<file path="src/rtl/core/rpd_pkg.sv">
// shared types and constants for the radio packet deframer
package rpd_pkg;

  localparam int HEADER_BYTES = 12;
  localparam int COUNT_W      = 9;
  localparam int CFG_IDX_W    = 3;
  localparam int CFG_DATA_W   = 8;

  localparam logic [COUNT_W-1:0] COUNT_MAX  = '1;
  localparam logic [COUNT_W-1:0] HDR_COUNT  = COUNT_W'(HEADER_BYTES);

  // header byte positions
  localparam logic [COUNT_W-1:0] IDX_STATION = COUNT_W'(0);
  localparam logic [COUNT_W-1:0] IDX_FLAG    = COUNT_W'(1);
  localparam logic [COUNT_W-1:0] IDX_COMMAND = COUNT_W'(2);
  localparam logic [COUNT_W-1:0] IDX_LENGTH  = COUNT_W'(3);
  localparam logic [COUNT_W-1:0] IDX_TIME    = COUNT_W'(4);
  localparam logic [COUNT_W-1:0] IDX_MAC     = COUNT_W'(8);

  // configuration register indexes
  localparam logic [CFG_IDX_W-1:0] REG_ECC_ON      = 3'd0;
  localparam logic [CFG_IDX_W-1:0] REG_ECC_OFF     = 3'd1;
  localparam logic [CFG_IDX_W-1:0] REG_PADDING     = 3'd2;
  localparam logic [CFG_IDX_W-1:0] REG_MAX_FRAME   = 3'd3;
  localparam logic [CFG_IDX_W-1:0] REG_MAX_PAYLOAD = 3'd4;

  // status codes
  localparam logic [1:0] ST_OK      = 2'd0;
  localparam logic [1:0] ST_LEN_ERR = 2'd1;
  localparam logic [1:0] ST_ECC_ERR = 2'd2;

  typedef struct packed {
    logic [7:0] frame_byte;
    logic       frame_end;
  } frame_beat_t;

  typedef struct packed {
    logic [7:0]  payload_byte;
    logic        payload_valid;
    logic        done_res;
    logic [1:0]  status;
    logic [7:0]  station_id;
    logic        ecc_enabled;
    logic [7:0]  command_code;
    logic [7:0]  declared_length;
    logic [31:0] unix_time;
    logic [31:0] mac_word;
  } result_beat_t;

endpackage

</file>
<file path="src/rtl/core/rpd_if.sv">
// valid/ready channel interfaces for frame bytes and results
interface rpd_in_if;
  import rpd_pkg::*;
  logic        valid;
  logic        ready;
  frame_beat_t data;
  modport source (output valid, output data, input ready);
  modport sink   (input valid, input data, output ready);
endinterface

interface rpd_out_if;
  import rpd_pkg::*;
  logic         valid;
  logic         ready;
  result_beat_t data;
  modport source (output valid, output data, input ready);
  modport sink   (input valid, input data, output ready);
endinterface

</file>
<file path="src/rtl/core/radio_packet_deframer.sv">
// radio packet deframer: header capture, payload pass-through, frame status
//
// frame_in takes one frame byte per beat, frame_end marks the last byte.
// the first 12 bytes are the header (station, ecc flag, command, payload
// length, big-endian time, big-endian mac). payload bytes leave on
// result_out with payload_valid set; the last byte of a frame gives a beat
// with done_res set, the status and the captured header fields.
// bytes that are neither payload nor last give no result beat.
// a result beat is registered and appears in the cycle after its byte is accepted.
// throughput: one byte per cycle, set by the single result register; a
// byte is taken whenever that register is empty or being emptied.
// when result_out stalls, frame_in ready drops until the held beat leaves.
// reset clears the frame state and the result register and loads the
// default configuration (on code 1, off code 0, padding 0, frame limit
// 255, payload limit 243). configuration writes go through cfg_we,
// cfg_index and cfg_data; the user must make them only while the block is idle, the block does not enforce it.
module radio_packet_deframer (
  input  logic                          clk,
  input  logic                          rst,
  rpd_in_if.sink                        frame_in,
  rpd_out_if.source                     result_out,
  input  logic                          cfg_we,
  input  logic [rpd_pkg::CFG_IDX_W-1:0] cfg_index,
  input  logic [rpd_pkg::CFG_DATA_W-1:0] cfg_data
);
  import rpd_pkg::*;

  // configuration registers
  logic [7:0] ecc_on_code, ecc_off_code, padding_code;
  logic [7:0] max_frame_length, max_payload_length;

  // frame state
  logic [COUNT_W-1:0] byte_count, byte_count_next;
  logic [7:0]  station_reg, station_next;
  logic [7:0]  flag_reg, flag_next;
  logic [7:0]  command_reg, command_next;
  logic [7:0]  length_reg, length_next;
  logic [31:0] time_reg, time_next;
  logic [31:0] mac_reg, mac_next;
  logic        bad_padding, bad_padding_next;

  // result register
  logic         out_valid;
  result_beat_t out_data;
  result_beat_t res_next;

  logic        accept;
  logic [7:0]  b;
  logic        last;
  logic [COUNT_W-1:0] frame_end_idx;
  logic        pvalid;
  logic [1:0]  st;

  assign frame_in.ready   = !out_valid || result_out.ready;
  assign accept           = frame_in.valid && frame_in.ready;
  assign b                = frame_in.data.frame_byte;
  assign last             = frame_in.data.frame_end;
  assign result_out.valid = out_valid;
  assign result_out.data  = out_data;

  // configuration writes
  always_ff @(posedge clk) begin
    if (rst) begin
      ecc_on_code        <= 8'd1;
      ecc_off_code       <= 8'd0;
      padding_code       <= 8'd0;
      max_frame_length   <= 8'd255;
      max_payload_length <= 8'd243;
    end else if (cfg_we) begin
      unique case (cfg_index)
        REG_ECC_ON:      ecc_on_code        <= cfg_data;
        REG_ECC_OFF:     ecc_off_code       <= cfg_data;
        REG_PADDING:     padding_code       <= cfg_data;
        REG_MAX_FRAME:   max_frame_length   <= cfg_data;
        REG_MAX_PAYLOAD: max_payload_length <= cfg_data;
        default: ;
      endcase
    end
  end

  // header capture and payload/padding classification
  always_comb begin
    station_next     = station_reg;
    flag_next        = flag_reg;
    command_next     = command_reg;
    length_next      = length_reg;
    time_next        = time_reg;
    mac_next         = mac_reg;
    bad_padding_next = bad_padding;
    pvalid           = 1'b0;

    if (byte_count == IDX_STATION) begin
      station_next = b;
    end else if (byte_count == IDX_FLAG) begin
      flag_next = b;
    end else if (byte_count == IDX_COMMAND) begin
      command_next = b;
    end else if (byte_count == IDX_LENGTH) begin
      length_next = b;
    end else if (byte_count < IDX_MAC) begin
      time_next = {time_reg[23:0], b};
    end else if (byte_count < HDR_COUNT) begin
      mac_next = {mac_reg[23:0], b};
    end

    frame_end_idx = HDR_COUNT + {1'b0, length_next};
    if (byte_count >= HDR_COUNT) begin
      if (byte_count < frame_end_idx) begin
        pvalid = 1'b1;
      end else if (b != padding_code) begin
        bad_padding_next = 1'b1;
      end
    end

    byte_count_next = (byte_count < COUNT_MAX) ? byte_count + 1'b1 : COUNT_MAX;
  end

  // final status, checked in priority order
  always_comb begin
    if (byte_count_next < HDR_COUNT || byte_count_next > {1'b0, max_frame_length}) begin
      st = ST_LEN_ERR;
    end else if (flag_next != ecc_on_code && flag_next != ecc_off_code) begin
      st = ST_ECC_ERR;
    end else if (bad_padding_next) begin
      st = ST_LEN_ERR;
    end else if (length_next > max_payload_length || byte_count_next < frame_end_idx) begin
      st = ST_LEN_ERR;
    end else begin
      st = ST_OK;
    end
  end

  // result beat contents
  always_comb begin
    res_next               = '0;
    res_next.payload_byte  = pvalid ? b : 8'd0;
    res_next.payload_valid = pvalid;
    if (last) begin
      res_next.done_res        = 1'b1;
      res_next.status          = st;
      res_next.station_id      = station_next;
      res_next.ecc_enabled     = (flag_next == ecc_on_code);
      res_next.command_code    = command_next;
      res_next.declared_length = length_next;
      res_next.unix_time       = time_next;
      res_next.mac_word        = mac_next;
    end
  end

  // frame state update, cleared after the last byte
  always_ff @(posedge clk) begin
    if (rst) begin
      byte_count  <= '0;
      station_reg <= '0;
      flag_reg    <= '0;
      command_reg <= '0;
      length_reg  <= '0;
      time_reg    <= '0;
      mac_reg     <= '0;
      bad_padding <= 1'b0;
    end else if (accept) begin
      if (last) begin
        byte_count  <= '0;
        station_reg <= '0;
        flag_reg    <= '0;
        command_reg <= '0;
        length_reg  <= '0;
        time_reg    <= '0;
        mac_reg     <= '0;
        bad_padding <= 1'b0;
      end else begin
        byte_count  <= byte_count_next;
        station_reg <= station_next;
        flag_reg    <= flag_next;
        command_reg <= command_next;
        length_reg  <= length_next;
        time_reg    <= time_next;
        mac_reg     <= mac_next;
        bad_padding <= bad_padding_next;
      end
    end
  end

  // result register
  always_ff @(posedge clk) begin
    if (rst) begin
      out_valid <= 1'b0;
    end else if (accept) begin
      out_valid <= pvalid || last;
    end else if (result_out.ready) begin
      out_valid <= 1'b0;
    end
  end

  always_ff @(posedge clk) begin
    if (accept) begin
      out_data <= res_next;
    end
  end

  // checks
  a_last_clears_count: assert property (@(posedge clk) disable iff (rst)
    (accept && last) |=> (byte_count == '0))
    else $error("byte count not cleared after last byte");

  a_beat_has_reason: assert property (@(posedge clk) disable iff (rst)
    out_valid |-> (out_data.payload_valid || out_data.done_res))
    else $error("result beat with neither payload nor done");

  a_header_zero_mid_frame: assert property (@(posedge clk) disable iff (rst)
    (out_valid && !out_data.done_res) |->
      (out_data.status == ST_OK && out_data.station_id == 8'd0 &&
       out_data.unix_time == 32'd0 && out_data.mac_word == 32'd0))
    else $error("header fields set on a non-final beat");

  a_no_payload_in_header: assert property (@(posedge clk) disable iff (rst)
    (accept && byte_count < HDR_COUNT) |-> !pvalid)
    else $error("header byte passed as payload");

endmodule

</file>
<file path="src/flat_wrapper.sv">
// flat-port wrapper written by rule: the top's interface ports become plain ports
module radio_packet_deframer_flat import rpd_pkg::*;
  (clk, rst, cfg_we, cfg_index, cfg_data, frame_in_valid, frame_in_data, frame_in_ready, result_out_valid, result_out_data, result_out_ready);
  rpd_in_if frame_in_i ();
  rpd_out_if result_out_i ();
  input  logic clk;
  input  logic rst;
  input  logic cfg_we;
  input  logic [rpd_pkg::CFG_IDX_W-1:0] cfg_index;
  input  logic [rpd_pkg::CFG_DATA_W-1:0] cfg_data;
  input wire logic [$bits(frame_in_i.valid)-1:0] frame_in_valid;
  input wire logic [$bits(frame_in_i.data)-1:0] frame_in_data;
  output wire logic [$bits(frame_in_i.ready)-1:0] frame_in_ready;
  output wire logic [$bits(result_out_i.valid)-1:0] result_out_valid;
  output wire logic [$bits(result_out_i.data)-1:0] result_out_data;
  input wire logic [$bits(result_out_i.ready)-1:0] result_out_ready;
  assign frame_in_i.valid = frame_in_valid;
  assign frame_in_i.data = frame_in_data;
  assign frame_in_ready = frame_in_i.ready;
  assign result_out_valid = result_out_i.valid;
  assign result_out_data = result_out_i.data;
  assign result_out_i.ready = result_out_ready;
  radio_packet_deframer u_core (.clk(clk), .rst(rst), .frame_in(frame_in_i), .result_out(result_out_i), .cfg_we(cfg_we), .cfg_index(cfg_index), .cfg_data(cfg_data));
endmodule
</file>
<file path="config.mk">
export PLATFORM = sky130hd
export DESIGN_NAME = radio_packet_deframer_flat
export DESIGN_NICKNAME = d
export VERILOG_FILES = /design/src/rtl/core/rpd_pkg.sv /design/src/rtl/core/rpd_if.sv /design/src/rtl/core/radio_packet_deframer.sv /design/src/flat_wrapper.sv
export SDC_FILE = /design/constraint.sdc
export NUM_CORES = 1
export LEC_CHECK = 0
export BUFFER_PORTS_ARGS = -buffer_cell sky130_fd_sc_hd__buf_2
export CAP_MARGIN = 30
export CORE_ASPECT_RATIO = 1.25
export CORE_MARGIN = 2
export CORE_UTILIZATION = 55
export DETAILED_ROUTE_END_ITERATION = 7
export GPL_TIMING_DRIVEN = 1
export PLACE_DENSITY = 0.73
export RECOVER_POWER = 25
export SLEW_MARGIN = 30
export SYNTH_ARGS = -nofsm -noshare
export SYNTH_HDL_FRONTEND = slang
export SYNTH_SLANG_ARGS = --single-unit
export TNS_END_PERCENT = 10
</file>
<file path="constraint.sdc">
create_clock -name clk -period 7.7 [get_ports clk]
set_input_delay 0.77 -clock clk [delete_from_list [all_inputs] [get_ports clk]]
set_output_delay 0.77 -clock clk [all_outputs]
set_load 0.05 [all_outputs]
</file>
==> results.txt <==
DRT Pass-1 Iters -> 5
Layout net count -> 1,340
Final TNS setup -> 0 ns
Critical path endpoint category -> flip-flop
TritonCTS Buffers -> 24
Post-Synthesis Cells -> 1,194
H-tree Lvls -> 1
Setup ws final -> 2.17 ns
Diodes inserted -> 0
CTS Hold Bufs -> 0
Final ANT Viol Nets -> 0
Failing checks -> capacitance limit, slew limit
Top FF cell, synth -> dfxtp_1
Synthesis-stage register bit count -> 248
Wirelength, routed -> 28,400 um
Asr flop ratio synth -> 0%
Worst Path Required -> 7.90 ns
Power Dens Cells -> 225 nW/um^2
CP Launch Type -> input port
Post-synth EDFFs -> 101
Clock-pin slew on the worst setup and hold paths -> 0.06 ns
CP Max Fanout -> 117
Post-synthesis cell type count -> 58
Commonest non-fill, non-tap cells in the layout -> nand2_1, dfxtp_1, nor2_1
Most common cell after layout, fill and taps aside -> nand2_1
DRC violation total after the first TritonRoute iteration -> 835
Clock sink total -> 248
I/O Buffers -> 127
Post-CTS Resized -> 0
Vias in the first global route -> 8,094
Worst slew pin tran -> 5.16 ns
Min Hold Slack -> 0.459 ns
Status -> finished with violations
DP HPWL -> 18,700 um
RSZ-0062 raised after global routing -> false
Routed wire per std cell -> 18.1 um
Gr ovfl total -> 0
Area growth syn-to-layout -> 13.5%
Max Clk Rate -> 181 MHz
Layout cell share with drive strength beyond 1 -> 12.8%
CTS root buf -> clkbuf_16
Worst min-delay path category -> reg -> reg
Multi-input gate area -> 4820 sq um
Clock skew -> 0.0111 ns
First-pass GRT wire length -> 43,800 um
Final Max Tran Viols -> 177
Crit Path Category -> in -> reg
Area of the core -> 20,000 sq um
Register area -> 5980 sq um
# IOs -> 128
RePlAce Congestion -> 0.902
Fin. Hold Viols -> 0
Clock Latency Late Sink -> 0.53 ns
Fin crit share -> 71.9%
Die ar. -> 21,500 sq um
Initial antenna violation count -> 0
Die height -> 163 um
Synth Net Count -> 1,254
Maximum vdd ir drop -> 0.000165 V
Largest register FFs -> 101
Place WS -> 3.04 ns
Filler instances -> 1,737
Worst EP arrival -> 5.73 ns
Slew headroom -> -244%
Initial Util -> 55.9%
Warnings from Yosys -> 0
Rows -> 58
Largest net degree at the start of global routing -> 118
Max Cap Violations -> 3
Mapped Area -> 11,200 sq um
Die W -> 132 um
Vias/cell -> 5.76
Setup Viol. Count Final -> 0
Lkg Pwr -> 4.94 nW
Fin crit period -> 5.53 ns
Postcts setup bufs -> 0
Residual DRC -> 0
GRT Total Usage -> 25.4%
Syn Area/Cell -> 9.37 sq um
DR vias -> 9,024
Deepest clock path buffer count -> 3
Register area share after synthesis -> 53.4%
CTS tree -> yes
-- layer usage --
metal  track usage [%]  share of wire (%)
met5                 0                  0
met2              43.9                 49
met1              33.3                 42
met3              2.98                6.1
met4              8.79                3.1
-- per-stage QoR --
stage	power, W	util (%)	cells	instance area [sq um]
floorplan	0.00163	-	1194	11200
global placement	0.00170	59.8	1524	12000
detailed placement	0.00170	59.8	1524	12000
CTS	0.00287	63.7	1568	12800
global route	0.00293	63.4	1568	12700
finish	0.00285	63.4	1568	12700
-- path summary, 6_finish.rpt --
| path | start | endpoint | slack [ns] | cells past startpoint |
|---|---|---|---|---|
| worst max-delay path | rst | u_core.mac_reg[23] | 2.17 | 3 |
| worst min-delay path | u_core.max_payload_length[3] | u_core.max_payload_length[3] | 0.46 | 2 |
| worst max register to register | u_core.byte_count[1] | u_core.result_out.data[89] | 3.00 | 18 |
| worst min register to register | u_core.max_payload_length[3] | u_core.max_payload_length[3] | 0.46 | 2 |
-- cell families after synthesis --
group / after synthesis / share of synthesized area [%]
and+or+nand+nor: 489 / 19.4
AOI/OAI and AO/OA: 259 / 14.6
DFF: 248 / 53.4
buffers and inverters: 106 / 3.71
adders and majority gates: 36 / 4.01
xor gates and xnor gates: 30 / 2.35
muxes: 26 / 2.54
-- where the power goes --
part / total, W / leakage, nW / switching (W) / internal, W
registers: 0.00141 / 2.22 / 0.0000134 / 0.00140
clock network: 0.00118 / 0.389 / 0.000504 / 0.000681
logic: 0.000256 / 2.34 / 0.000210 / 0.0000462
total: 0.00285 / 4.94 / 0.000728 / 0.00213
-- area by class of cell --
class	instances	area share, %
clock buffer	29	4.88
clock inverter	15	1.35
inverter	26	0.788
multi-input combinational	840	38.0
sequential	248	47.0
tap	270	2.66
timing repair buffer	140	5.32
-- critical path, stage by stage --
cell	delay [ns]
clkbuf_1	0.97
clkbuf_1	3.66
nor2_1	0.24
-- synthesized netlist by cell type, types with 17 or more instances --
| master | n | area (sq um) |
|---|---|---|
| nand2_1 | 238 | 893 |
| dfxtp_1 | 147 | 2940 |
| nor2_1 | 141 | 529 |
| a21oi_1 | 113 | 566 |
| a22oi_1 | 102 | 766 |
| edfxtp_1 | 101 | 3030 |
| clkbuf_1 | 70 | 263 |
| ha_1 | 35 | 438 |
| inv_1 | 25 | 93.8 |
| xnor2_1 | 19 | 166 |
| mux2i_1 | 18 | 180 |
| and3_1 | 17 | 106 |
| nand3_1 | 17 | 85.1 |
No activity file was read; power rests on OpenSTA's default activity.
